### src/sv/msw_pkg.sv
// Shared types and constants for the 1-D flat-kernel window average core.
// Depends on nothing; imported by the controller, datapath and top level.
`default_nettype none

package msw_pkg;

  // Fixed-point format of the samples and the threshold
  localparam int unsigned SampleW = 32;
  localparam int unsigned ThW     = 31;
  localparam int unsigned FracBits = 16;
  localparam logic [ThW-1:0] ThReset = ThW'(64'd1 << FracBits);

  // Input beat
  typedef struct packed {
    logic signed [SampleW-1:0] sample;
    logic                      last_sample;
  } item_t;

  // Result beat
  typedef struct packed {
    logic signed [SampleW-1:0] mean_value;
    logic                      last_result;
    logic                      overflow;
  } result_t;

  // Controller states
  typedef enum logic [3:0] {
    ST_IDLE,
    ST_CENTER_RD,
    ST_CENTER_LD,
    ST_RIGHT,
    ST_RIGHT_CHK,
    ST_LEFT,
    ST_LEFT_CHK,
    ST_DIVIDE
  } state_e;

  // Commands from controller to datapath
  typedef struct packed {
    logic load;
    logic center_rd;
    logic center_ld;
    logic right_rd;
    logic right_acc;
    logic left_init;
    logic left_rd;
    logic left_acc;
    logic div_start;
    logic emit;
  } cmd_t;

  // Status from datapath to controller
  typedef struct packed {
    logic right_more;
    logic left_more;
    logic hit_right;
    logic hit_left;
    logic div_done;
    logic last_center;
  } status_t;

endpackage

`default_nettype wire

### src/sv/mean_shift_1d_window_average_core.sv
// Top level of the 1-D flat-kernel window average core.
// Depends on msw_pkg, msw_ctrl and msw_datapath.
//
// Usage:
//   Input: drive item_i and raise start; a beat is taken at a rising edge
//   with start high and busy low. Samples load at one per cycle into the
//   point memory (MAX_POINTS entries); further samples are dropped and the
//   overflow flag of that set is raised. A beat with last_sample closes
//   the set, and busy rises until all results are out.
//   Output: one result beat per stored point, in order, each shown for one
//   cycle with result_strobe_o high. The receiver cannot stall; it must
//   take every beat. last_result marks the final point of the set.
//   Steps per point: read and then load the center, read and then check
//   each neighbor examined by each walk, close a walk that reaches the end
//   of the set, then run a restoring divider; the pace is set by the single
//   memory read port and the one-bit-per-cycle divider.
//   Configuration: threshold_we_i writes threshold_i; the user must write
//   it only while idle, as the block itself does not enforce this.
//   Reset: empties the set, clears the flags, threshold = 1.0 in unsigned Q15.16.
`default_nettype none

module mean_shift_1d_window_average_core #(
  parameter int unsigned MAX_POINTS = 64
) (
  input  logic                    clk_i,
  input  logic                    rst_ni,
  input  logic                    start,
  input  msw_pkg::item_t          item_i,
  output logic                    busy,
  output msw_pkg::result_t        result_o,
  output logic                    result_strobe_o,
  input  logic                    threshold_we_i,
  input  logic [msw_pkg::ThW-1:0] threshold_i
);
  import msw_pkg::*;

  cmd_t    cmd;
  status_t status;

  // Sequencer
  msw_ctrl u_ctrl (
    .clk_i    (clk_i),
    .rst_ni   (rst_ni),
    .start    (start),
    .last_i   (item_i.last_sample),
    .status_i (status),
    .cmd_o    (cmd),
    .busy     (busy)
  );

  // Storage and arithmetic
  msw_datapath #(
    .MAX_POINTS (MAX_POINTS)
  ) u_datapath (
    .clk_i           (clk_i),
    .rst_ni          (rst_ni),
    .cmd_i           (cmd),
    .sample_i        (item_i.sample),
    .th_we_i         (threshold_we_i),
    .th_i            (threshold_i),
    .status_o        (status),
    .result_o        (result_o),
    .result_strobe_o (result_strobe_o)
  );

endmodule

`default_nettype wire

### src/sv/msw_ctrl.sv
// Controller state machine: sequences load, window walks, divide and emit.
// Depends on msw_pkg for the state enum and the command/status structs.
`default_nettype none

module msw_ctrl (
  input  logic             clk_i,
  input  logic             rst_ni,
  input  logic             start,
  input  logic             last_i,
  input  msw_pkg::status_t status_i,
  output msw_pkg::cmd_t    cmd_o,
  output logic             busy
);
  import msw_pkg::*;

  state_e state_q, state_d;
  logic   accept;

  assign accept = start && (state_q == ST_IDLE);

  // State register
  always_ff @(posedge clk_i or negedge rst_ni) begin
    if (!rst_ni) begin
      state_q <= ST_IDLE;
    end else begin
      state_q <= state_d;
    end
  end

  // Next state
  always_comb begin
    state_d = state_q;
    case (state_q)
      ST_IDLE: begin
        if (accept && last_i) state_d = ST_CENTER_RD;
      end
      ST_CENTER_RD: state_d = ST_CENTER_LD;
      ST_CENTER_LD: state_d = ST_RIGHT;
      ST_RIGHT: begin
        state_d = status_i.right_more ? ST_RIGHT_CHK : ST_LEFT;
      end
      ST_RIGHT_CHK: begin
        state_d = status_i.hit_right ? ST_RIGHT : ST_LEFT;
      end
      ST_LEFT: begin
        state_d = status_i.left_more ? ST_LEFT_CHK : ST_DIVIDE;
      end
      ST_LEFT_CHK: begin
        state_d = status_i.hit_left ? ST_LEFT : ST_DIVIDE;
      end
      ST_DIVIDE: begin
        if (status_i.div_done) begin
          state_d = status_i.last_center ? ST_IDLE : ST_CENTER_RD;
        end
      end
      default: state_d = ST_IDLE;
    endcase
  end

  // Outputs
  always_comb begin
    cmd_o = '0;
    busy  = 1'b1;
    case (state_q)
      ST_IDLE: begin
        busy       = 1'b0;
        cmd_o.load = accept;
      end
      ST_CENTER_RD: cmd_o.center_rd = 1'b1;
      ST_CENTER_LD: cmd_o.center_ld = 1'b1;
      ST_RIGHT: begin
        cmd_o.right_rd  = status_i.right_more;
        cmd_o.left_init = !status_i.right_more;
      end
      ST_RIGHT_CHK: begin
        cmd_o.right_acc = status_i.hit_right;
        cmd_o.left_init = !status_i.hit_right;
      end
      ST_LEFT: begin
        cmd_o.left_rd   = status_i.left_more;
        cmd_o.div_start = !status_i.left_more;
      end
      ST_LEFT_CHK: begin
        cmd_o.left_acc  = status_i.hit_left;
        cmd_o.div_start = !status_i.hit_left;
      end
      ST_DIVIDE: cmd_o.emit = status_i.div_done;
      default: cmd_o = '0;
    endcase
  end

endmodule

`default_nettype wire

### src/sv/msw_datapath.sv
// Datapath: point memory, window walk registers, serial divider, result beat.
// Depends on msw_pkg; driven by msw_ctrl through cmd_t and reports status_t.
`default_nettype none

module msw_datapath #(
  parameter int unsigned MAX_POINTS = 64
) (
  input  logic                           clk_i,
  input  logic                           rst_ni,
  input  msw_pkg::cmd_t                  cmd_i,
  input  logic [msw_pkg::SampleW-1:0]    sample_i,
  input  logic                           th_we_i,
  input  logic [msw_pkg::ThW-1:0]        th_i,
  output msw_pkg::status_t               status_o,
  output msw_pkg::result_t               result_o,
  output logic                           result_strobe_o
);
  import msw_pkg::*;

  localparam int unsigned IdxW  = (MAX_POINTS > 1) ? $clog2(MAX_POINTS) : 1;
  localparam int unsigned CntW  = $clog2(MAX_POINTS + 1);
  localparam int unsigned SumW  = SampleW + $clog2(MAX_POINTS) + 1;
  localparam int unsigned DivCW = $clog2(SumW + 1);
  localparam int unsigned DiffW = SampleW + 1;

  // Point memory
  logic [SampleW-1:0] mem_q [MAX_POINTS];
  logic [SampleW-1:0] rdata_q;
  logic [IdxW-1:0]    raddr;

  // Set state and walk registers
  logic [CntW-1:0]    count_q;
  logic               dropped_q;
  logic [ThW-1:0]     th_q;
  logic [IdxW-1:0]    c_q;
  logic [IdxW-1:0]    w_q;
  logic [SampleW-1:0] xc_q;
  logic [SumW-1:0]    sum_q;
  logic [CntW-1:0]    size_q;

  // Divider registers
  logic [DivCW-1:0]   div_cnt_q;
  logic [SumW-1:0]    quo_q;
  logic [CntW-1:0]    rem_q;
  logic               neg_q;

  logic               room;
  logic [CntW-1:0]    w_ext;
  logic [CntW-1:0]    c_ext;
  logic [DiffW-1:0]   rd_ext;
  logic [DiffW-1:0]   xc_ext;
  logic [DiffW-1:0]   th_ext;
  logic [DiffW-1:0]   diff_r;
  logic [DiffW-1:0]   diff_l;
  logic [SumW-1:0]    rd_sum_ext;
  logic [SumW-1:0]    sum_mag;
  logic [CntW:0]      rem_sh;
  logic               rem_ge;
  logic [SampleW-1:0] quo_lo;

  assign room   = count_q < CntW'(MAX_POINTS);
  assign w_ext  = CntW'(w_q);
  assign c_ext  = CntW'(c_q);
  assign rd_ext = {rdata_q[SampleW-1], rdata_q};
  assign xc_ext = {xc_q[SampleW-1], xc_q};
  assign th_ext = DiffW'(th_q);
  assign diff_r = rd_ext - xc_ext;
  assign diff_l = xc_ext - rd_ext;
  assign rd_sum_ext = {{(SumW-SampleW){rdata_q[SampleW-1]}}, rdata_q};
  assign sum_mag = sum_q[SumW-1] ? (~sum_q + 1'b1) : sum_q;

  // Status toward the controller
  always_comb begin
    status_o.right_more  = (w_ext + 1'b1) < count_q;
    status_o.left_more   = (w_q != '0);
    status_o.hit_right   = $signed(diff_r) < $signed(th_ext);
    status_o.hit_left    = $signed(diff_l) < $signed(th_ext);
    status_o.div_done    = (div_cnt_q == '0);
    status_o.last_center = (c_ext + 1'b1) == count_q;
  end

  // Select the read address for the current step
  always_comb begin
    raddr = '0;
    if (cmd_i.center_rd) begin
      raddr = c_q;
    end else if (cmd_i.right_rd) begin
      raddr = w_q + 1'b1;
    end else if (cmd_i.left_rd) begin
      raddr = w_q - 1'b1;
    end
  end

  // Write an incoming beat, read one entry per cycle
  always_ff @(posedge clk_i) begin
    if (cmd_i.load && room) begin
      mem_q[count_q[IdxW-1:0]] <= sample_i;
    end
    rdata_q <= mem_q[raddr];
  end

  // Threshold register
  always_ff @(posedge clk_i or negedge rst_ni) begin
    if (!rst_ni) begin
      th_q <= ThReset;
    end else if (th_we_i) begin
      th_q <= th_i;
    end
  end

  // Fill count, drop flag and center index
  always_ff @(posedge clk_i or negedge rst_ni) begin
    if (!rst_ni) begin
      count_q   <= '0;
      dropped_q <= 1'b0;
      c_q       <= '0;
    end else begin
      if (cmd_i.load) begin
        if (room) begin
          count_q <= count_q + 1'b1;
        end else begin
          dropped_q <= 1'b1;
        end
      end
      if (cmd_i.emit) begin
        if (status_o.last_center) begin
          c_q       <= '0;
          count_q   <= '0;
          dropped_q <= 1'b0;
        end else begin
          c_q <= c_q + 1'b1;
        end
      end
    end
  end

  // Window walk: center load, right and left accumulation
  always_ff @(posedge clk_i) begin
    if (cmd_i.center_ld) begin
      xc_q   <= rdata_q;
      sum_q  <= rd_sum_ext;
      size_q <= CntW'(1);
      w_q    <= c_q;
    end else if (cmd_i.right_acc) begin
      sum_q  <= sum_q + rd_sum_ext;
      size_q <= size_q + 1'b1;
      w_q    <= w_q + 1'b1;
    end else if (cmd_i.left_init) begin
      w_q    <= c_q;
    end else if (cmd_i.left_acc) begin
      sum_q  <= sum_q + rd_sum_ext;
      size_q <= size_q + 1'b1;
      w_q    <= w_q - 1'b1;
    end
  end

  // Restoring divider step: one quotient bit per cycle
  assign rem_sh = {rem_q, quo_q[SumW-1]};
  assign rem_ge = rem_sh >= {1'b0, size_q};

  always_ff @(posedge clk_i or negedge rst_ni) begin
    if (!rst_ni) begin
      div_cnt_q <= '0;
    end else if (cmd_i.div_start) begin
      div_cnt_q <= DivCW'(SumW);
    end else if (div_cnt_q != '0) begin
      div_cnt_q <= div_cnt_q - 1'b1;
    end
  end

  // Keep the remainder below the window size, so it fits the count width
  always_ff @(posedge clk_i) begin
    if (cmd_i.div_start) begin
      quo_q <= sum_mag;
      rem_q <= '0;
      neg_q <= sum_q[SumW-1];
    end else if (div_cnt_q != '0) begin
      quo_q <= {quo_q[SumW-2:0], rem_ge};
      rem_q <= CntW'(rem_ge ? (rem_sh - {1'b0, size_q}) : rem_sh);
    end
  end

  // Result beat: restore the sign; the strobe is high for one cycle
  assign quo_lo = quo_q[SampleW-1:0];

  always_ff @(posedge clk_i or negedge rst_ni) begin
    if (!rst_ni) begin
      result_strobe_o <= 1'b0;
    end else begin
      result_strobe_o <= cmd_i.emit;
    end
  end

  always_ff @(posedge clk_i) begin
    if (cmd_i.emit) begin
      result_o.mean_value  <= neg_q ? (~quo_lo + 1'b1) : quo_lo;
      result_o.last_result <= status_o.last_center;
      result_o.overflow    <= dropped_q;
    end
  end

endmodule

`default_nettype wire

### config.mk
export PLATFORM = sky130hd
export DESIGN_NAME = mean_shift_1d_window_average_core
export DESIGN_NICKNAME = d
export VERILOG_FILES = /design/src/sv/msw_pkg.sv /design/src/sv/mean_shift_1d_window_average_core.sv /design/src/sv/msw_ctrl.sv /design/src/sv/msw_datapath.sv
export SDC_FILE = /design/constraint.sdc
export NUM_CORES = 2
export LEC_CHECK = 0
export BUFFER_PORTS_ARGS = -buffer_cell sky130_fd_sc_hd__buf_2
export CAP_MARGIN = 10
export CORE_MARGIN = 5
export CORE_UTILIZATION = 50
export DETAILED_ROUTE_END_ITERATION = 10
export HOLD_SLACK_MARGIN = 0.1
export PLACE_DENSITY = 0.65
export REMOVE_ABC_BUFFERS = 1
export SLEW_MARGIN = 10
export SYNTH_ARGS = -nofsm -noshare
export SYNTH_HDL_FRONTEND = slang
export SYNTH_HIERARCHICAL = 1
export SYNTH_SLANG_ARGS = --single-unit
### constraint.sdc
create_clock -name clk_i -period 12.05 [get_ports clk_i]
set_input_delay 0.6025 -clock clk_i [delete_from_list [all_inputs] [get_ports clk_i]]
set_output_delay 0.6025 -clock clk_i [all_outputs]
set_load 0.03 [all_outputs]
==> results.sh <==
export IMPL_crit_path_end_kind="flip-flop"
export IMPL_synth_cell_area_um2=96500
export IMPL_r2r_slack_ps=4030
export IMPL_finalCriticalPeriod_ps=8020
export IMPL_grt_pass1_wl_um=356000
export IMPL_ctsResizeCount=0
export IMPL_wl_met3_um=21400
export IMPL_worstSetupPathType="reg -> reg"
export IMPL_htree_num_levels=4
export IMPL_routedWlPerCell_um=28.0
export IMPL_die_area_um2=202000
export IMPL_drtPass1Iterations=8
export IMPL_worst_slew_pin_slew_ps=1150
export IMPL_grt_overflow_total=0
export IMPL_avgSynthCellArea_um2=17.0
export IMPL_fin_nets=6144
export IMPL_worst_setup_path_start_kind="flip-flop"
export IMPL_initial_core_util_pct=50.2
export IMPL_combPwrFrac_pct=27.6
export IMPL_r2r_end="u_datapath/sum_q[10]$_DFFE_PP_"
export IMPL_clk_pin_slew_ps=60
export IMPL_die_width_um=449
export IMPL_ios=104
export IMPL_yosys_area_top_type="edfxtp_1"
export IMPL_area_growth_pct=12.3
export IMPL_seq_area_frac_synth_pct=70.8
export IMPL_fp_row_count=161
export IMPL_met2WireLength_um=114000
export IMPL_synth_seq_cells=2300
export IMPL_slew_limit_headroom_pct=22.7
export IMPL_antenna_found_initial=6
export IMPL_rsz0062_at_grt="false"
export IMPL_min_to="u_datapath/dropped_q$_DFF_PN0_"
export IMPL_dp_cells=8154
export IMPL_drive_gt1_share_pct=19.7
export IMPL_layoutNonFillerInstCount=8610
export IMPL_slew_violations=0
export IMPL_ys_flop_type="edfxtp_1"
export IMPL_cts_tree="yes"
export IMPL_drtIter0Drc=6143
export IMPL_synth_edf_count=2199
export IMPL_netSwitchingPower_mw=7.12
export IMPL_routed_top_layer="met5"
export IMPL_p_int_mw=15.4
export IMPL_p_seq_share_pct=42.1
export IMPL_wl_met1_um=99700
export IMPL_worstSkewPairLatency_ps=870
export IMPL_cap_viol_max_count=0
export IMPL_place_congestion=0.858
export IMPL_grt_use_total_pct=23.7
export IMPL_hp_class="in -> reg"
export IMPL_r2r_start="u_datapath/rdata_q[1]$_DFF_P_"
export IMPL_async_reset_ff_share_pct=2.39
export IMPL_peakVddDrop_v=0.000165
export IMPL_cts_setup_buffers=0
export IMPL_ant_nets=0
export IMPL_hold_violations=0
export IMPL_placed_cell_area_um2=101000
export IMPL_synth_cell_types=81
export IMPL_viasPerCell=6.15
export IMPL_setup_viol=0
export IMPL_skew_ps=60.8
export IMPL_ys_top_cells_by_area="edfxtp_1 (68%), mux4_2 (12%), ha_1 (2.4%), nand2_1 (2.2%), dfrtp_1 (1.4%)"
export IMPL_clkPwrFrac_pct=30.3
export IMPL_stdcell_area_um2=108000
export IMPL_fmax_mhz=125
export IMPL_status="completed"
export IMPL_grt_max_degree=118
export IMPL_r2r_cells=24
export IMPL_layout_commonest_cell="edfxtp_1"
export IMPL_vias=52954
export IMPL_arrival_ps=8450
export IMPL_core_um2=192000
export IMPL_cts_root_buf="clkbuf_16"
export IMPL_wl_um=241000
export IMPL_hold_buffers=34
export IMPL_final_cell_mix="edfxtp_1 (2,199), nand2_1 (556), mux4_2 (512)"
export IMPL_hold_depth=5
export IMPL_hold_start="start"
export IMPL_portBuffers=103
export IMPL_setup_slack_ps=4030
export IMPL_die_h_um=449
export IMPL_drc=0
export IMPL_critical_path_required_ps=12480
export IMPL_syn_inst=5668
export IMPL_finalCritPeriodShare_pct=66.6
export IMPL_clock_path_buffers=3
export IMPL_cts_sinks=2300
export IMPL_powerDensity_nw_per_um2=208
export IMPL_hpwlAfterDp_um=136000
export IMPL_synth_top_area_share_pct=68.4
export IMPL_yosys_warnings=6
export IMPL_critPathMaxFanout=39
export IMPL_leakage_nw=35.1
export IMPL_final_setup_tns_ps=0
export IMPL_grt_pass1_vias=53017
export IMPL_swShare_pct=31.6
export IMPL_dpl_worst_slack_ps=3900
export IMPL_numCtsBuffers=222
flip-flops by register name, indices dropped and copies added, names as in the netlist:
name                        cells
u_datapath/result_strobe_o      1
u_ctrl/state_q                  3
u_datapath/dropped_q            1
u_datapath/size_q               7
u_datapath/count_q              7
u_datapath/c_q                  6
u_datapath/sum_q               39
u_datapath/quo_q               39
u_datapath/w_q                  6
u_datapath/div_cnt_q            6
u_datapath/xc_q                32
u_datapath/rdata_q             32
u_datapath/rem_q                7
u_datapath/neg_q                1
u_datapath/mem_q             2048
u_datapath/result_o            34
u_datapath/th_q                31
worst max path at each step:
stage	startpoint	to	slack, ps	cells after the start
floorplan	u_datapath/w_q[0]$_DFFE_PP_	u_datapath/rdata_q[0]$_DFF_P_	-58980	19
global placement	u_datapath/xc_q[0]$_DFFE_PP_	u_datapath/sum_q[0]$_DFFE_PP_	3820	26
detailed placement	u_datapath/rdata_q[1]$_DFF_P_	u_datapath/sum_q[1]$_DFFE_PP_	3900	24
CTS	u_datapath/rdata_q[1]$_DFF_P_	u_datapath/sum_q[10]$_DFFE_PP_	3780	24
global route	u_datapath/xc_q[0]$_DFFE_PP_	u_datapath/sum_q[10]$_DFFE_PP_	3260	26
finish	u_datapath/rdata_q[1]$_DFF_P_	u_datapath/sum_q[10]$_DFFE_PP_	4030	24
worst max-delay path, stage by stage, from the launching register on:
cell       delay [ps]
dfxtp_1           440
inv_1             150
fa_1              480
a21oi_1           220
o31ai_1           120
a2111oi_0         630
nor2_1            190
a211o_1           400
a311oi_1          410
xnor2_1           170
ha_1              270
a21oi_1           160
nor2b_1            60
o21ai_0           140
o21ai_0            90
a2111oi_0         750
o31ai_1           260
a211oi_1          410
a2bb2oi_1         110
a21oi_1           450
nand2_1           120
nor2_1            120
inv_1              60
o21ai_1           420
nand2b_2          940
kinds of logic (layout without fill, tap and decap cells):
family	count (synthesis)	count (layout)	share of synthesized area, %
flops	2300	2300	70.8
simple gates	1221	1221	5.84
compound gates	805	805	5.31
mux	520	520	12.0
buf+inv	454	868	1.87
fa+ha+maj	189	189	2.48
xor+xnor	179	179	1.63
other cells	0	2	0
per-stage QoR:
step / hold slack, ps / utilization (%) / total power [mW]
4_1_cts: 205 / 56.4 / 22.7
6_report: 273 / 56.4 / 22.5
3_3_place_gp: 462 / 52.5 / 15.8
2_1_floorplan: 307 / - / 16.8
3_5_place_dp: 470 / 52.5 / 15.9
5_1_grt: 295 / 56.4 / 23.6
cells in the mapped netlist, drive strengths merged (5+ instances only):
| cell type | count |
|---|---|
| o21bai | 17 |
| buf | 107 |
| nor4 | 11 |
| and3 | 15 |
| nand4 | 56 |
| or4 | 15 |
| nor3b | 7 |
| a21o | 73 |
| a2111oi | 5 |
| a31oi | 47 |
| a311oi | 35 |
| o211ai | 8 |
| a21boi | 12 |
| a211oi | 86 |
| ha | 185 |
| a22oi | 7 |
| mux4 | 512 |
| nand3 | 166 |
| dfxtp | 46 |
| clkbuf | 190 |
| inv | 156 |
| nand2 | 556 |
| nor3 | 36 |
| o311ai | 5 |
| xor2 | 80 |
| nand3b | 6 |
| mux2i | 6 |
| nor2b | 20 |
| xnor2 | 99 |
| nor2 | 194 |
| o41ai | 12 |
| and2 | 81 |
| o21a | 17 |
| or3 | 19 |
| dfrtp | 54 |
| o21ai | 165 |
| a21oi | 246 |
| a221oi | 7 |
| edfxtp | 2199 |
| nand2b | 29 |
| o31ai | 34 |
power by group through the flow:
stage / Clock (mW) / Sequential [mW] / Combinational [mW]
final: 6.82 / 9.49 / 6.23
after CTS: 6.95 / 9.49 / 6.26
after global routing: 7.29 / 9.52 / 6.83
after global placement: 0 / 9.64 / 6.17
after floorplan: 0 / 9.55 / 7.22
after detailed placement: 0 / 9.66 / 6.21
layout make-up:
type | instances | area (µm²)
clock inverters | 133 | 1210
inverters | 157 | 589
diodes | 2 | 5.00
fillers | 14645 | 83800
clock buffers | 286 | 5940
multi-input cells | 2914 | 26900
flip-flops and latches | 2300 | 68300
repair buffers | 292 | 2150
well taps | 2526 | 3160
metal layers:
layer | vias to the layer above | global-route usage [%]
met3 | 294 | 4.31
met4 | 2 | 6.18
li1 | 22855 | -
met5 | - | 0
met1 | 27549 | 34.1
met2 | 2254 | 37.9
Note: power is estimated with default switching activity, not from simulation.
